--- config.mk ---
export PLATFORM = sky130hd
export DESIGN_NAME = rbvr_queue
export DESIGN_NICKNAME = d
export VERILOG_FILES = /design/src/hw/rtl/rbvr_pkg.sv /design/src/hw/rtl/rbvr_queue.sv
export SDC_FILE = /design/constraint.sdc
export NUM_CORES = 1
export LEC_CHECK = 0
export BUFFER_PORTS_ARGS = -buffer_cell sky130_fd_sc_hd__buf_2
export CELL_PAD_IN_SITES_DETAIL_PLACEMENT = 1
export CELL_PAD_IN_SITES_GLOBAL_PLACEMENT = 2
export CORE_ASPECT_RATIO = 1.4
export CORE_UTILIZATION = 41
export CTS_CLUSTER_DIAMETER = 100
export CTS_CLUSTER_SIZE = 16
export DETAILED_ROUTE_END_ITERATION = 16
export GPL_TIMING_DRIVEN = 0
export PLACE_DENSITY_LB_ADDON = 0.1
export SYNTH_ARGS = -nofsm -noshare
export SYNTH_HDL_FRONTEND = slang
export SYNTH_SLANG_ARGS = --single-unit
--- constraint.sdc ---
create_clock -name i_clk -period 2.9 [get_ports i_clk]
set_input_delay 0.145 -clock i_clk [delete_from_list [all_inputs] [get_ports i_clk]]
set_output_delay 0.145 -clock i_clk [all_outputs]
set_load 0.01 [all_outputs]
--- src/hw/rtl/rbvr_pkg.sv ---
// Shared types and constants of the variable-rate ring reader.
// No dependencies; every other file but rbvr_out_if imports it.
`timescale 1ns / 1ps

package rbvr_pkg;

    typedef enum logic [1:0] {
        CMD_RESTART = 2'd0,
        CMD_PUSH    = 2'd1,
        CMD_END     = 2'd2,
        CMD_PULL    = 2'd3
    } t_cmd;

    typedef enum logic [2:0] {
        ST_FRAME     = 3'd0,
        ST_SILENCE   = 3'd1,
        ST_ENDED     = 3'd2,
        ST_PUSH_OK   = 3'd3,
        ST_PUSH_FULL = 3'd4,
        ST_DONE      = 3'd5
    } t_status;

    // Control half of a job handed from the front to the back.
    typedef struct packed {
        t_status status;
        logic    wr;
        logic    rd;
    } t_job_ctl;

    localparam int QUEUE_DEPTH = 4;
    localparam int RATE_BITS   = 20;
    localparam int RATE_FRAC   = 16;

endpackage

--- src/hw/rtl/rbvr_queue.sv ---
// Short job queue between the front and the back of the ring reader.
// Depends on rbvr_pkg for its depth.
`timescale 1ns / 1ps

module rbvr_queue #(
    parameter int WIDTH = 8
) (
    input  logic             i_clk,
    input  logic             i_rst_n,
    input  logic             i_push,
    input  logic [WIDTH-1:0] i_data,
    input  logic             i_pop,
    output logic             o_full,
    output logic             o_valid,
    output logic [WIDTH-1:0] o_data
);
    import rbvr_pkg::*;

    localparam int PTR_BITS = $clog2(QUEUE_DEPTH);

    logic [WIDTH-1:0]    r_mem [QUEUE_DEPTH];
    logic [PTR_BITS-1:0] r_wp, n_wp;
    logic [PTR_BITS-1:0] r_rp, n_rp;
    logic [PTR_BITS:0]   r_count, n_count;
    logic                do_push, do_pop;

    assign o_full  = r_count == (PTR_BITS + 1)'(QUEUE_DEPTH);
    assign o_valid = r_count != '0;
    assign o_data  = r_mem[r_rp];
    assign do_push = i_push && !o_full;
    assign do_pop  = i_pop && o_valid;

    always_comb begin
        n_wp    = do_push ? r_wp + PTR_BITS'(1) : r_wp;
        n_rp    = do_pop ? r_rp + PTR_BITS'(1) : r_rp;
        n_count = r_count + (PTR_BITS + 1)'(do_push) - (PTR_BITS + 1)'(do_pop);
    end

    always_ff @(posedge i_clk) begin
        if (!i_rst_n) begin
            r_wp    <= '0;
            r_rp    <= '0;
            r_count <= '0;
        end else begin
            r_wp    <= n_wp;
            r_rp    <= n_rp;
            r_count <= n_count;
        end
    end

    always_ff @(posedge i_clk) begin
        if (do_push) begin
            r_mem[r_wp] <= i_data;
        end
    end

endmodule

==> flow_summary.toml <==
[placement]
dp_cells = 152
gp_congestion = 0.639
dp_hpwl_um = 1860
port_buffers = 20

[route]
drt-total-wl_um = 2600
ant_nets = 0
wire_per_inst_um = 16.2
first_pass_iters = 4
first_iter_violations = 8
viasPerCell = 5.01
drcViolationCount = 0
dr_total_vias = 802

[floorplanning]
start_util = 0.437
die_w_um = 55.4
die-area_um2 = 4250
fp.coreArea_um2 = 3740
rows = 26
ios = 22
die_y_um = 76.8

[final_layout]
antenna_cells = 0
final_cell_mix = "32 x edfxtp_1, 21 x buf_2, 9 x dfxtp_1"
drive_gt1_frac = 0.322
mostFrequentLayoutCell = "edfxtp_1"
layout.cells.non_filler = 160
nets = 136
syn2layout_area_growth_pct = 14.2

[critical_path]
critical_path_class = "reg2reg"
r2r_start = "r_count[1]"
arrival_ps = 2500
rr_worst_depth = 12
worstSetupStartpointType = "flip-flop"
critPathLaunch = "r_count[1]"
end_kind = "flip-flop"
critPathRequiredTime_ps = 3080
cp_max_fo = 7

[min_path]
min_from = "i_data[6]"
hold_path_class = "in2reg"
holdPathStages = 1

[clocking]
clk_pin_slew_worst_paths_ps = 70
cts_hold_buffers = 0
cts.path.max_buffers = 2
cts_sinks = 41
post_cts_resized = 0
postCtsSetupBuffers = 0
cts-root-buf = "clkbuf_8"
clk_latency_ps = 280
cts_tree = "done"
cts.htree.levels = 2
numCtsBuffers = 5

[logic_synthesis]
ys_warn_count = 0
syn_nets = 109
ys_ff_latch = 41
yosysTopAreaCell = "edfxtp_1"
synthCells = 90
netlist_area_um2 = 1640
yosysSeqAreaShare = 0.697
syn_avg_cell_area_um2 = 18.2
ys_top_cells_by_area = "edfxtp_1 59%, dfxtp_1 11%, mux4_2 11%"
yosysTopAreaCellShare = 0.587
ys_types = 19

[global_routing]
antenna_found_initial = 0
grt_max_degree = 12
grt.busiest_layer = "met2"
grt_util_met1 = 0.144
first_global_vias = 888
grt_pass1_wl_um = 4370
grt_util_all_layers = 0.143
grt.overflow.total = 0
met2_usage = 0.260
grt_util_met3 = 0.0438

[timing]
finalCritPeriodShare = 0.801
finalHoldViolCount = 0
clock_skew_ps = 3.20
tightest_slew_ps = 510
relSlewSlack = 0.660
finalSetupViolCount = 0
min_period_ps = 2320
max_freq_mhz = 430
tns_ps = 0
rsz0062_at_grt = "false"
report.final.slew_viol_count = 0

[pwr]
ir_drop_mv = 0.423
power_leakage_nw = 0.679
power_density_nw_per_um2 = 829

[run_status]
status = "completed"

[job]
maxCapViolCount = 0
-- cell usage after synthesis --
library cell and n:
buf_2 1, o31a_2 1, inv_1 5, and2_1 7
xnor2_1 4, buf_1 1, o311ai_1 1, mux2i_1 2
dfxtp_1 9, nand2_1 4, buf_6 1, clkbuf_1 1
mux4_2 8, nor2b_1 4, nor3b_2 1, or3_2 1
edfxtp_1 32, fa_1 1, ha_1 6
-- critical path: stages, from the launching register on --
cell	delay (ps)
dfxtp_1	480
nor3b_2	90
nor2b_1	140
buf_6	140
inv_1	50
ha_1	280
inv_1	60
ha_1	130
inv_1	50
fa_1	380
xnor2_1	150
xnor2_1	120
and2_1	150
-- layer usage --
metal	share of wire	vias to the layer above
met5	0	-
met3	0.035	5
met1	0.37	392
met2	0.57	20
met4	0.024	0
li1	-	385
-- path summary, 6_finish.rpt --
check | end | slack, ps
worst max register to register | r_count[2] | 580
worst min-delay path | r_mem[0][6] | 80
worst max-delay path | r_count[2] | 580
worst min register to register | r_wp[0] | 500
-- cell families (layout without fill, tap and decap cells) --
family | Yosys count | in the layout | synth area share
XOR/XNOR | 4 | 4 | 0.0214
buffers and inverters | 9 | 37 | 0.0260
AND/OR/NAND/NOR | 17 | 17 | 0.0634
flip-flops | 41 | 41 | 0.697
multiplexers | 10 | 10 | 0.122
adder cells (fa/ha/maj) | 7 | 7 | 0.0581
AO/OA/AOI/OAI | 2 | 2 | 0.0115
-- final cells by class --
| class | instances | area (µm²) |
|---|---|---|
| fillers | 360 | 1870 |
| flip-flops and latches | 41 | 1140 |
| multi-input cells | 40 | 453 |
| repair buffers | 20 | 100 |
| clock buffers | 8 | 80.1 |
| well taps | 42 | 52.6 |
| plain buffers | 4 | 23.8 |
| inverters | 5 | 18.8 |
-- sequential cells by signal, indices dropped and copies added (netlist names), named ones only --
register and count:
r_mem 32, r_count 3, r_rp 2, r_wp 2
-- report_power, final --
| part | leakage (nW) | total, mW | internal [mW] | switching, mW |
|---|---|---|---|---|
| Clock | 0.0395 | 0.344 | 0.171 | 0.173 |
| Combinational | 0.272 | 0.431 | 0.227 | 0.203 |
| Sequential | 0.367 | 0.775 | 0.724 | 0.0509 |
-- per-stage QoR --
stage	setup slack (ps)	power (mW)	util	hold slack (ps)	cell area, µm²
2_1_floorplan	686	1.10	-	244	1640
3_3_place_gp	586	1.22	0.478	356	1790
3_5_place_dp	575	1.23	0.478	371	1790
4_1_cts	537	1.59	0.500	67.5	1870
5_1_grt	312	1.66	0.500	64.6	1870
6_report	577	1.55	0.500	84.5	1870
Power figures use the tool's default switching activity.
