<file path="config.mk">
export PLATFORM = sky130hd
export DESIGN_NAME = rbvr_front_flat
export DESIGN_NICKNAME = d
export VERILOG_FILES = /design/src/hw/rtl/rbvr_pkg.sv /design/src/hw/rtl/rbvr_in_if.sv /design/src/hw/rtl/rbvr_front.sv /design/src/flat_wrapper.sv
export SDC_FILE = /design/constraint.sdc
export NUM_CORES = 1
export LEC_CHECK = 0
export ABC_AREA = 1
export BUFFER_PORTS_ARGS = -buffer_cell sky130_fd_sc_hd__buf_2
export CAP_MARGIN = 10
export CORE_UTILIZATION = 55
export DETAILED_ROUTE_END_ITERATION = 7
export MAX_ROUTING_LAYER = met4
export PLACE_DENSITY = 0.83
export SYNTH_ARGS = -nofsm -noshare
export SYNTH_HDL_FRONTEND = slang
export SYNTH_SLANG_ARGS = --single-unit
</file>
<file path="constraint.sdc">
create_clock -name i_clk -period 5.9 [get_ports i_clk]
set_input_delay 0.885 -clock i_clk [delete_from_list [all_inputs] [get_ports i_clk]]
set_output_delay 0.885 -clock i_clk [all_outputs]
set_load 0.02 [all_outputs]
</file>
<file path="src/hw/rtl/rbvr_pkg.sv">
// Shared types and constants of the variable-rate ring reader.
// No dependencies; every other file but rbvr_out_if imports it.
`timescale 1ns / 1ps

package rbvr_pkg;

    typedef enum logic [1:0] {
        CMD_RESTART = 2'd0,
        CMD_PUSH    = 2'd1,
        CMD_END     = 2'd2,
        CMD_PULL    = 2'd3
    } t_cmd;

    typedef enum logic [2:0] {
        ST_FRAME     = 3'd0,
        ST_SILENCE   = 3'd1,
        ST_ENDED     = 3'd2,
        ST_PUSH_OK   = 3'd3,
        ST_PUSH_FULL = 3'd4,
        ST_DONE      = 3'd5
    } t_status;

    // Control half of a job handed from the front to the back.
    typedef struct packed {
        t_status status;
        logic    wr;
        logic    rd;
    } t_job_ctl;

    localparam int QUEUE_DEPTH = 4;
    localparam int RATE_BITS   = 20;
    localparam int RATE_FRAC   = 16;

endpackage

</file>
<file path="src/hw/rtl/rbvr_in_if.sv">
// Input channel of the variable-rate ring reader: command, frame and rate.
// Depends on rbvr_pkg.
`timescale 1ns / 1ps

interface rbvr_in_if #(
    parameter int SAMPLE_BITS = 16
) ();
    import rbvr_pkg::*;

    logic                          valid;
    logic                          ready;
    t_cmd                          cmd;
    logic signed [SAMPLE_BITS-1:0] in_left;
    logic signed [SAMPLE_BITS-1:0] in_right;
    logic [RATE_BITS-1:0]          rate;

    modport source (output valid, output cmd, output in_left, output in_right,
                    output rate, input ready);
    modport sink   (input valid, input cmd, input in_left, input in_right,
                    input rate, output ready);
endinterface

</file>
<file path="src/hw/rtl/rbvr_front.sv">
// Front of the ring reader: accepts items, keeps pointers, phase and flags,
// and emits one job per item. Depends on rbvr_pkg and rbvr_in_if.
`timescale 1ns / 1ps

module rbvr_front #(
    parameter int FRAME_DEPTH = 4096,
    parameter int SAMPLE_BITS = 16,
    parameter int PHASE_BITS  = 16,
    localparam int ADDR_BITS  = $clog2(FRAME_DEPTH),
    localparam int DATA_BITS  = 2 * ADDR_BITS + PHASE_BITS + 2 * SAMPLE_BITS
) (
    input  logic                  i_clk,
    input  logic                  i_rst_n,
    rbvr_in_if.sink               i_in,
    input  logic                  i_q_full,
    output logic                  o_q_push,
    output rbvr_pkg::t_job_ctl    o_ctl,
    output logic [DATA_BITS-1:0]  o_data
);
    import rbvr_pkg::*;

    localparam int CNT_BITS = $clog2(2 * FRAME_DEPTH);
    localparam int CNT_MOD  = 2 * FRAME_DEPTH;
    localparam int SUM_BITS = (PHASE_BITS > 16) ? PHASE_BITS + 5 : 21;
    localparam int SH_L     = (PHASE_BITS >= RATE_FRAC) ? PHASE_BITS - RATE_FRAC : 0;
    localparam int SH_R     = (PHASE_BITS < RATE_FRAC) ? RATE_FRAC - PHASE_BITS : 0;

    logic [CNT_BITS-1:0]   r_wr_cnt, n_wr_cnt;
    logic [CNT_BITS-1:0]   r_rd_cnt, n_rd_cnt;
    logic [PHASE_BITS-1:0] r_phase, n_phase;
    logic                  r_end_seen, n_end_seen;
    logic                  r_active, n_active;

    logic                  accept;
    logic [CNT_BITS:0]     diff;
    logic [CNT_BITS-1:0]   fill;
    logic                  full;
    logic [ADDR_BITS-1:0]  rd_pos, rd_pos1, wr_pos;
    logic [ADDR_BITS:0]    rd_nxt;
    logic [CNT_BITS:0]     wr_inc, rd_adv;
    logic [SUM_BITS-1:0]   scaled, sum, step;
    logic [CNT_BITS-1:0]   step_c;
    t_job_ctl              ctl;
    logic [ADDR_BITS-1:0]  addr0;

    assign i_in.ready = !i_q_full;
    assign accept     = i_in.valid && !i_q_full;
    assign o_q_push   = accept;

    always_comb begin
        diff = {1'b0, r_wr_cnt} - {1'b0, r_rd_cnt};
        fill = diff[CNT_BITS] ? CNT_BITS'(diff + (CNT_BITS + 1)'(CNT_MOD))
                              : diff[CNT_BITS-1:0];
        full = fill >= CNT_BITS'(FRAME_DEPTH);

        rd_pos  = (r_rd_cnt >= CNT_BITS'(FRAME_DEPTH))
                ? ADDR_BITS'(r_rd_cnt - CNT_BITS'(FRAME_DEPTH)) : ADDR_BITS'(r_rd_cnt);
        rd_nxt  = {1'b0, rd_pos} + (ADDR_BITS + 1)'(1);
        rd_pos1 = (rd_nxt == (ADDR_BITS + 1)'(FRAME_DEPTH)) ? '0 : rd_nxt[ADDR_BITS-1:0];
        wr_pos  = (r_wr_cnt >= CNT_BITS'(FRAME_DEPTH))
                ? ADDR_BITS'(r_wr_cnt - CNT_BITS'(FRAME_DEPTH)) : ADDR_BITS'(r_wr_cnt);

        wr_inc = {1'b0, r_wr_cnt} + (CNT_BITS + 1)'(1);
        if (wr_inc == (CNT_BITS + 1)'(CNT_MOD)) begin
            wr_inc = '0;
        end

        scaled = (SUM_BITS'(i_in.rate) << SH_L) >> SH_R;
        sum    = SUM_BITS'(r_phase) + scaled;
        step   = sum >> PHASE_BITS;
        step_c = (step > SUM_BITS'(fill)) ? fill : CNT_BITS'(step);
        rd_adv = {1'b0, r_rd_cnt} + {1'b0, step_c};
        if (rd_adv >= (CNT_BITS + 1)'(CNT_MOD)) begin
            rd_adv = rd_adv - (CNT_BITS + 1)'(CNT_MOD);
        end

        n_wr_cnt   = r_wr_cnt;
        n_rd_cnt   = r_rd_cnt;
        n_phase    = r_phase;
        n_end_seen = r_end_seen;
        n_active   = r_active;
        ctl        = '{status: ST_DONE, wr: 1'b0, rd: 1'b0};
        addr0      = rd_pos;

        unique case (i_in.cmd)
            CMD_RESTART: begin
                n_wr_cnt   = '0;
                n_rd_cnt   = '0;
                n_phase    = '0;
                n_end_seen = 1'b0;
                n_active   = 1'b1;
            end
            CMD_PUSH: begin
                addr0 = wr_pos;
                if (full) begin
                    ctl.status = ST_PUSH_FULL;
                end else begin
                    ctl.status = ST_PUSH_OK;
                    ctl.wr     = 1'b1;
                    n_wr_cnt   = wr_inc[CNT_BITS-1:0];
                end
            end
            CMD_END: begin
                n_end_seen = 1'b1;
            end
            CMD_PULL: begin
                priority if (!r_active) begin
                    ctl.status = ST_ENDED;
                end else if (fill < CNT_BITS'(2)) begin
                    if (r_end_seen) begin
                        n_active   = 1'b0;
                        ctl.status = ST_ENDED;
                    end else begin
                        ctl.status = ST_SILENCE;
                    end
                end else begin
                    ctl.status = ST_FRAME;
                    ctl.rd     = 1'b1;
                    n_phase    = sum[PHASE_BITS-1:0];
                    n_rd_cnt   = rd_adv[CNT_BITS-1:0];
                end
            end
            default: ;
        endcase
    end

    assign o_ctl  = ctl;
    assign o_data = {addr0, rd_pos1, r_phase, i_in.in_left, i_in.in_right};

    always_ff @(posedge i_clk) begin
        if (!i_rst_n) begin
            r_wr_cnt   <= '0;
            r_rd_cnt   <= '0;
            r_phase    <= '0;
            r_end_seen <= 1'b0;
            r_active   <= 1'b0;
        end else if (accept) begin
            r_wr_cnt   <= n_wr_cnt;
            r_rd_cnt   <= n_rd_cnt;
            r_phase    <= n_phase;
            r_end_seen <= n_end_seen;
            r_active   <= n_active;
        end
    end

endmodule

</file>
<file path="src/flat_wrapper.sv">
// flat-port wrapper written by rule: the top's interface ports become plain ports
module rbvr_front_flat import rbvr_pkg::*;
#(
    parameter int FRAME_DEPTH = 4096,
    parameter int SAMPLE_BITS = 16,
    parameter int PHASE_BITS  = 16,
    localparam int ADDR_BITS  = $clog2(FRAME_DEPTH),
    localparam int DATA_BITS  = 2 * ADDR_BITS + PHASE_BITS + 2 * SAMPLE_BITS
)
  (i_clk, i_rst_n, i_q_full, o_q_push, o_ctl, o_data, i_in_valid, i_in_cmd, i_in_in_left, i_in_in_right, i_in_rate, i_in_ready);
  rbvr_in_if #(.SAMPLE_BITS(SAMPLE_BITS)) i_in_i ();
  input  logic i_clk;
  input  logic i_rst_n;
  input  logic i_q_full;
  output logic o_q_push;
  output rbvr_pkg::t_job_ctl o_ctl;
  output logic [DATA_BITS-1:0] o_data;
  input wire logic [$bits(i_in_i.valid)-1:0] i_in_valid;
  input wire logic [$bits(i_in_i.cmd)-1:0] i_in_cmd;
  input wire logic [$bits(i_in_i.in_left)-1:0] i_in_in_left;
  input wire logic [$bits(i_in_i.in_right)-1:0] i_in_in_right;
  input wire logic [$bits(i_in_i.rate)-1:0] i_in_rate;
  output wire logic [$bits(i_in_i.ready)-1:0] i_in_ready;
  assign i_in_i.valid = i_in_valid;
  assign i_in_i.cmd = i_in_cmd;
  assign i_in_i.in_left = i_in_in_left;
  assign i_in_i.in_right = i_in_in_right;
  assign i_in_i.rate = i_in_rate;
  assign i_in_ready = i_in_i.ready;
  rbvr_front #(.FRAME_DEPTH(FRAME_DEPTH), .SAMPLE_BITS(SAMPLE_BITS), .PHASE_BITS(PHASE_BITS)) u_core (.i_clk(i_clk), .i_rst_n(i_rst_n), .i_in(i_in_i), .i_q_full(i_q_full), .o_q_push(o_q_push), .o_ctl(o_ctl), .o_data(o_data));
endmodule
</file>
==> results of run 1 <==
## cells in the final DEF (no fill, tap or decap), types with 5 or more instances in the layout
cell type  synthesis  layout
nand2_1          204     204
inv_1             92      92
nand3_1           81      81
a21oi_1           73      73
buf_2              0      72
nor2_1            70      70
ha_1              51      51
dfxtp_1           44      44
o21ai_0           37      37
xor2_1            29      29
nand4_1           27      27
xnor2_1           15      15
nand2_2           11      11
nor3_1            10      10
a21oi_2           10      10
conb_1             1       7
o21bai_1           5       5
clkbuf_8           0       5
buf_4             33       5
## worst reg2reg max path: cells and delay by family (launching register included)
| family | cells | cell delay, ps |
|---|---|---|
| simple gates | 11 | 1360 |
| buf+inv | 2 | 140 |
| xor+xnor | 2 | 260 |
| compound gates | 8 | 1300 |
| flops | 1 | 380 |
| fa+ha+maj | 5 | 1580 |
## area by class of cell
class | instances | area (um^2) | area share
Clock buffer | 5 | 68.82 | 0.01232
Clock inverter | 2 | 12.51 | 0.002239
Inverter | 95 | 356.6 | 0.06382
Multi-Input combinational cell | 657 | 3710 | 0.6639
Sequential cell | 44 | 880.8 | 0.1576
Tap cell | 129 | 161.4 | 0.02888
Timing Repair Buffer | 77 | 397.9 | 0.07120
## sequential cells by signal, indices dropped and copies added (netlist names)
| register | cells |
|---|---|
| u_core.r_rd_cnt | 13 |
| u_core.r_phase | 16 |
| u_core.r_end_seen | 1 |
| u_core.r_wr_cnt | 13 |
| u_core.r_active | 1 |
## cell families (layout without fill, tap and decap cells)
logic type      count (synthesis)  count (layout)  synth area share
fa+ha+maj                      54              54            0.1328
simple gates                  419             419            0.3528
compound gates                132             132            0.1385
other cells                     1               7         0.0007131
flops                          44              44            0.1675
buf+inv                       146             179            0.1313
xor+xnor                       45              45           0.07637
## how the worst min path moves through the flow
| stage | startpoint | to |
|---|---|---|
| 6_report | u_core.r_phase[9] | u_core.r_phase[9] |
| 5_1_grt | u_core.r_phase[13] | u_core.r_phase[13] |
| 4_1_cts | u_core.r_phase[9] | u_core.r_phase[9] |
| 3_5_place_dp | u_core.r_phase[9] | u_core.r_phase[9] |
| 3_3_place_gp | u_core.r_phase[9] | u_core.r_phase[9] |
| 2_1_floorplan | u_core.r_end_seen | u_core.r_end_seen |
## through the flow
step	setup slack (ps)	utilization	hold slack [ps]	instance area, um^2	std cells
final	588.4	0.6047	485.2	5588	1009
after floorplan	766.5	-	458.5	5281	847
after CTS	631.1	0.6047	491.3	5588	1009
after global placement	502.5	0.5959	469.3	5507	1002
after detailed placement	371.8	0.5959	476.9	5507	1002
after global routing	82.54	0.6047	508.6	5588	1009
## per-layer routing
layer | up-vias | GRT usage
li1 | 2799 | -
met1 | 2484 | 0.3691
met3 | 24 | 0.04039
met4 | 0 | 0.09502
met2 | 193 | 0.4578
met5 | - | -
## where the power goes
group / total [mW] / leakage [nW] / internal, mW / switching (mW)
registers: 0.305 / 0.355 / 0.300 / 0.00461
clock network: 0.186 / 0.0400 / 0.0803 / 0.105
logic: 0.221 / 2.44 / 0.0704 / 0.151
==> results.tsv, run 1 <==
stage	metric	value	unit
setup_path	r2r-end	u_core.r_rd_cnt[8]	
worst_hold_path	hold_class	reg2reg	
setup_path	startpoint_type	primary input	
clock_network	ctsResizeCount	0	
setup_path	cp_slowest_cell	fa_1	
placement	dp_hpwl	10620	um
setup_path	cp.depth	29	
synth	synth_area_leaders	dfxtp_1, nand2_1, ha_1	
clock_network	clock_path_buffers	2	
synth	synthArstFlopShare	0	
route	met3_length	860	um
synth	ys_seq_area_frac	0.1675	
setup_path	cp.arrival	5550	ps
floorplanning	die_area	9956	um^2
setup_path	r2r_setup_slack	840	ps
placement	gp_congestion	0.9608	
sta	rsz0062_at_grt	false	
synth	yosys.cell_count.top_type	nand2_1	
clock_network	clkTransAtPathRegs	80	ps
finish	area_growth	6.257	%
finish	antenna_cells	0	
clock_network	ctsHoldBuffers	0	
synth	synth_seq_cells	44	
global_routing	antenna_found_initial	0	
pwr	p_leak	2.834	nW
sta	fmax	0.1883	GHz
setup_path	path_buf_inv	3	
worst_hold_path	min_path_cells	2	
route	m1WireLength	6305	um
synth	synth_area_leader_cell	dfxtp_1	
synth	synth_edf_count	0	
clock_network	insertion_delay	300	ps
route	vias_per_cell	5.451	
finish	nets	992	
sta	fin_worst_skew	4.078	ps
sta	worst_pin_slew	688.8	ps
clock_network	cts-buffers-inserted	5	
setup_path	critPathLaunch	i_in_rate[0]	
global_routing	grt_pass1_vias	4996	
sta	tns	0	ps
setup_path	path_max_fanout	8	
pwr	p_per_area	127.3	nW/um^2
global_routing	grt_max_degree	40	
setup_path	slowest_delay	420	ps
floorplanning	ios	137	
finish	final_layout_size_suffix_gt1_frac	0.1364	
floorplanning	die_x	99.78	um
floorplanning	core_area	9240	um^2
route	firstDrtPassIters	6	
sta	hold_viol	0	
clock_network	clkSinkCount	44	
sta	slew_violations	0	
global_routing	grt_remaining_overflow	0	
pwr	ir_drop	0.09437	mV
setup_path	crit_path_end_kind	flip-flop	
route	drc	0	
setup_path	worstSetupEndpoint	u_core.r_rd_cnt[8]	
synth	netlist.area_leader.share	0.1675	
outcome	status	finished clean	
floorplanning	initial_core_util	0.5691	
route	wl	13510	um
synth	syn_inst	841	
route	drt_iter0_markers	319	
sta	max_slew_margin	0.5394	
route	ant_nets	0	
setup_path	critPathKind	in2reg	
setup_path	worstPathRequired	6140	ps
placement	port_buffers	72	
floorplanning	rows	35	
route	avgRoutedWirePerCell	13.39	um
synth	synth_area	5259	um^2
setup_path	reg2reg_from	u_core.r_phase[0]	
route	dr_wl_met2	6089	um
finish	nFillCells	922	
pwr	p_total	0.7114	mW
sta	min_period	5312	ps
synth	synth_warnings	0	
clock_network	htree_num_levels	2	
clock_network	cts_tree	yes	
job	drv_cap	0	
synth	synth_ff_type	dfxtp_1	
synth	avgSynthCellArea	6.253	um^2
setup_path	reg2reg_depth	28	
global_routing	grtUsageTotal	0.2854	
global_routing	grt_pass1_wl	22670	um
sta	finalCritPeriodShare	0.9003	
floorplanning	die_y	99.78	um
clock_network	cts_setup_buffers	0	
clock_network	cts_root_buf	clkbuf_8	
setup_path	critPathTopFamily	adder cells	
synth	synth_cell_types	37	
route	dr_total_vias	5500	
sta	setup_viol	0	
setup_path	critPathMostFrequentCell	nand2_1	
route	top_layer	met4	
synth	synthTopCellsByCount	nand2_1, inv_1, nand3_1, a21oi_1, nor2_1	
Power figures use the tool's default switching activity.
==> run 2, diff against run 1 <==
--- a/config.mk
+++ b/config.mk
@@ -9,8 +9,8 @@
 export BUFFER_PORTS_ARGS = -buffer_cell sky130_fd_sc_hd__buf_2
 export CAP_MARGIN = 10
 export CORE_UTILIZATION = 55
+export CTS_CLUSTER_SIZE = 25
 export DETAILED_ROUTE_END_ITERATION = 7
-export MAX_ROUTING_LAYER = met4
 export PLACE_DENSITY = 0.83
 export SYNTH_ARGS = -nofsm -noshare
 export SYNTH_HDL_FRONTEND = slang
==> constraint.sdc (replaced) <==
create_clock -name i_clk -period 4.9 [get_ports i_clk]
set_input_delay 0.735 -clock i_clk [delete_from_list [all_inputs] [get_ports i_clk]]
set_output_delay 0.735 -clock i_clk [all_outputs]
set_load 0.02 [all_outputs]
==> run 2 against run 1 <==
  * Sequential cell count unchanged
  * Clock skew increased by 3.2 ps
  * Setup slack lost 450 ps
  * Design area grew 6.6%
  * Critical endpoint is now u_core.r_rd_cnt[10]
  * Critical path type unchanged
  * Sequential power up 20%
  * Sequential share of layout area is 0.98 points lower
==> results.tsv, run 2 (synthesis results as in run 1) <==
stage	metric	value	unit	change
outcome	status	finished clean		
clock_network	cts_root_buf	clkbuf_8		
setup_path	critPathKind	in2reg		
placement	dp_hpwl	10700	um	+0.81%
sta	fin_ws	134.7	ps	-453.6 ps
worst_hold_path	hold_class	reg2reg		
floorplanning	die_area	9956	um^2	unchanged
setup_path	startpoint_type	primary input		
placement	port_buffers	72		unchanged
sta	min_period	4765	ps	
sta	fmax	0.2099	GHz	
placement	place_area	5677	um^2	+3.1%
placement	post-place-ws	-216.7	ps	-588.5 ps
global_routing	grt_pass1_wl	22940	um	+1.2%
clock_network	clkTransAtPathRegs	90	ps	about the same
global_routing	grt_remaining_overflow	0		unchanged
pwr	p_leak	2.982	nW	+5.2%
finish	final_layout_size_suffix_gt1_frac	0.1887		+0.05238
route	vias_per_cell	5.454		about the same
global_routing	use_met3	0.02577		-0.01462
global_routing	busiest_layer	met2		
setup_path	crit_path_end_kind	flip-flop		
route	ant_nets	0		unchanged
floorplanning	initial_core_util	0.5691		unchanged
floorplanning	ios	137		unchanged
pwr	p_total	0.9737	mW	+37%
route	drc	0		unchanged
sta	rsz0062_at_grt	true		
clock_network	insertion_delay	310	ps	about the same
sta	hold_viol	0		unchanged
setup_path	critPathMostFrequentCell	o21ai_1		
pwr	p_per_area	163.4	nW/um^2	+28%
sta	worst_pin_slew	637.9	ps	-50.98 ps
global_routing	met1_usage	0.3928		+0.02370
global_routing	grt_max_degree	40		unchanged
global_routing	grtUsageTotal	0.2828		-0.002558
clock_network	cts_tree	yes		
finish	nets	1017		+2.5%
global_routing	antenna_found_initial	0		unchanged
setup_path	slowest_delay	390	ps	-30 ps
finish	fin_area	5957	um^2	+6.6%
clock_network	cts-buffers-inserted	5		unchanged
setup_path	path_max_fanout	5		-3
finish	largest_reg_flops	16		unchanged
setup_path	cp.arrival	4980	ps	-570 ps
sta	max_slew_margin	0.5721		+0.03273
setup_path	worstPathRequired	5110	ps	-1030 ps
job	drv_cap	0		unchanged
sta	fin_worst_skew	7.298	ps	+3.220 ps
floorplanning	die_y	99.78	um	unchanged
finish	reg_top3	u_core.r_phase x16, u_core.r_rd_cnt x13, u_core.r_wr_cnt x13		
sta	slew_violations	0		unchanged
route	avgRoutedWirePerCell	13.99	um	+4.5%
sta	finalCritPeriodShare	0.9725		
route	drt_iter0_markers	485		+52%
pwr	ir_drop	0.1070	mV	+13%
finish	regMostFlops	u_core.r_phase		
route	firstDrtPassIters	5		-1
placement	gp_congestion	0.9281		-3.4%
finish	final_cell_mix	nand2_1, inv_1, nand3_1		
clock_network	clkSinkCount	44		unchanged
finish	nFillCells	856		-7.2%
sta	setup_viol	0		unchanged
global_routing	grt_pass1_vias	4951		-0.90%
finish	final_common_cell	nand2_1		
global_routing	met2_usage	0.4695		+0.01167
setup_path	cp_slowest_cell	fa_2		
route	dr_total_vias	5645		+2.6%
clock_network	clock_path_buffers	2		unchanged
floorplanning	die_x	99.78	um	unchanged
sta	whs	486.8	ps	+1.533 ps
floorplanning	core_area	9240	um^2	unchanged
route	wl	14480	um	+7.2%
finish	antenna_cells	0		unchanged
floorplanning	rows	35		unchanged
finish	area_growth	13.28	%	
clock_network	htree_num_levels	2		unchanged
run 2: cell types whose count changed in the layout (fill, tap and decap cells not counted), sizes merged:
cell and change:
clkbuf +1, bufinv +1, clkinvlp -1, buf +25
run 2: worst paths after layout:
kind                              end  depth (start not counted)  slack, ps         startpoint
setup / recovery  u_core.r_rd_cnt[10]                         30        130       i_in_rate[0]
hold / removal      u_core.r_phase[9]                          2        490  u_core.r_phase[9]
setup reg to reg  u_core.r_rd_cnt[10]                         29        190  u_core.r_phase[0]
hold reg to reg     u_core.r_phase[9]                          2        490  u_core.r_phase[9]
run 2: area by class of cell:
class | instances | area (um^2) | area share
sequential | 44 | 880.8 | 0.1479
multi-input combinational | 657 | 3845 | 0.6455
clock buffer | 6 | 82.58 | 0.01386
tap | 129 | 161.4 | 0.02710
clock inverter | 2 | 38.79 | 0.006511
timing repair buffer | 102 | 591.8 | 0.09935
inverter | 95 | 356.6 | 0.05986
run 2: timing repair:
action / 4_1_cts / 5_1_grt
setup endpoints to repair: 0 / 9
hold buffers: 0 / 0
gates resized for setup: 0 / 38
setup buffers: 0 / 3
run 2: per-layer routing:
layer	up-vias	part of all wire	wire [um]
li1	2857	-	-
met1	2544	0.44	6434
met2	215	0.46	6648
met3	29	0.075	1080
met4	0	0.022	319
met5	-	0	0
run 2: worst max-delay path, delay by kind of cell:
family / cells / cell delay [ps]
AND/OR/NAND/NOR: 10 / 910
buffers and inverters: 4 / 330
AO/OA/AOI/OAI: 10 / 1410
XOR/XNOR: 1 / 200
adder cells (fa/ha/maj): 5 / 1370
run 2: report_power, final:
group	switching, mW	internal (mW)	total, mW
combinational	0.195	0.103	0.298
sequential	0.00582	0.362	0.367
clock	0.141	0.167	0.308
total	0.342	0.632	0.974
run 2: stage by stage:
step	std cells	TNS, ps	utilization
2_1_floorplan	847	0	-
3_3_place_gp	1024	-87.14	0.6144
3_5_place_dp	1024	-661.0	0.6144
4_1_cts	1032	0	0.6275
5_1_grt	1035	-614.8	0.6447
6_report	1035	0	0.6447
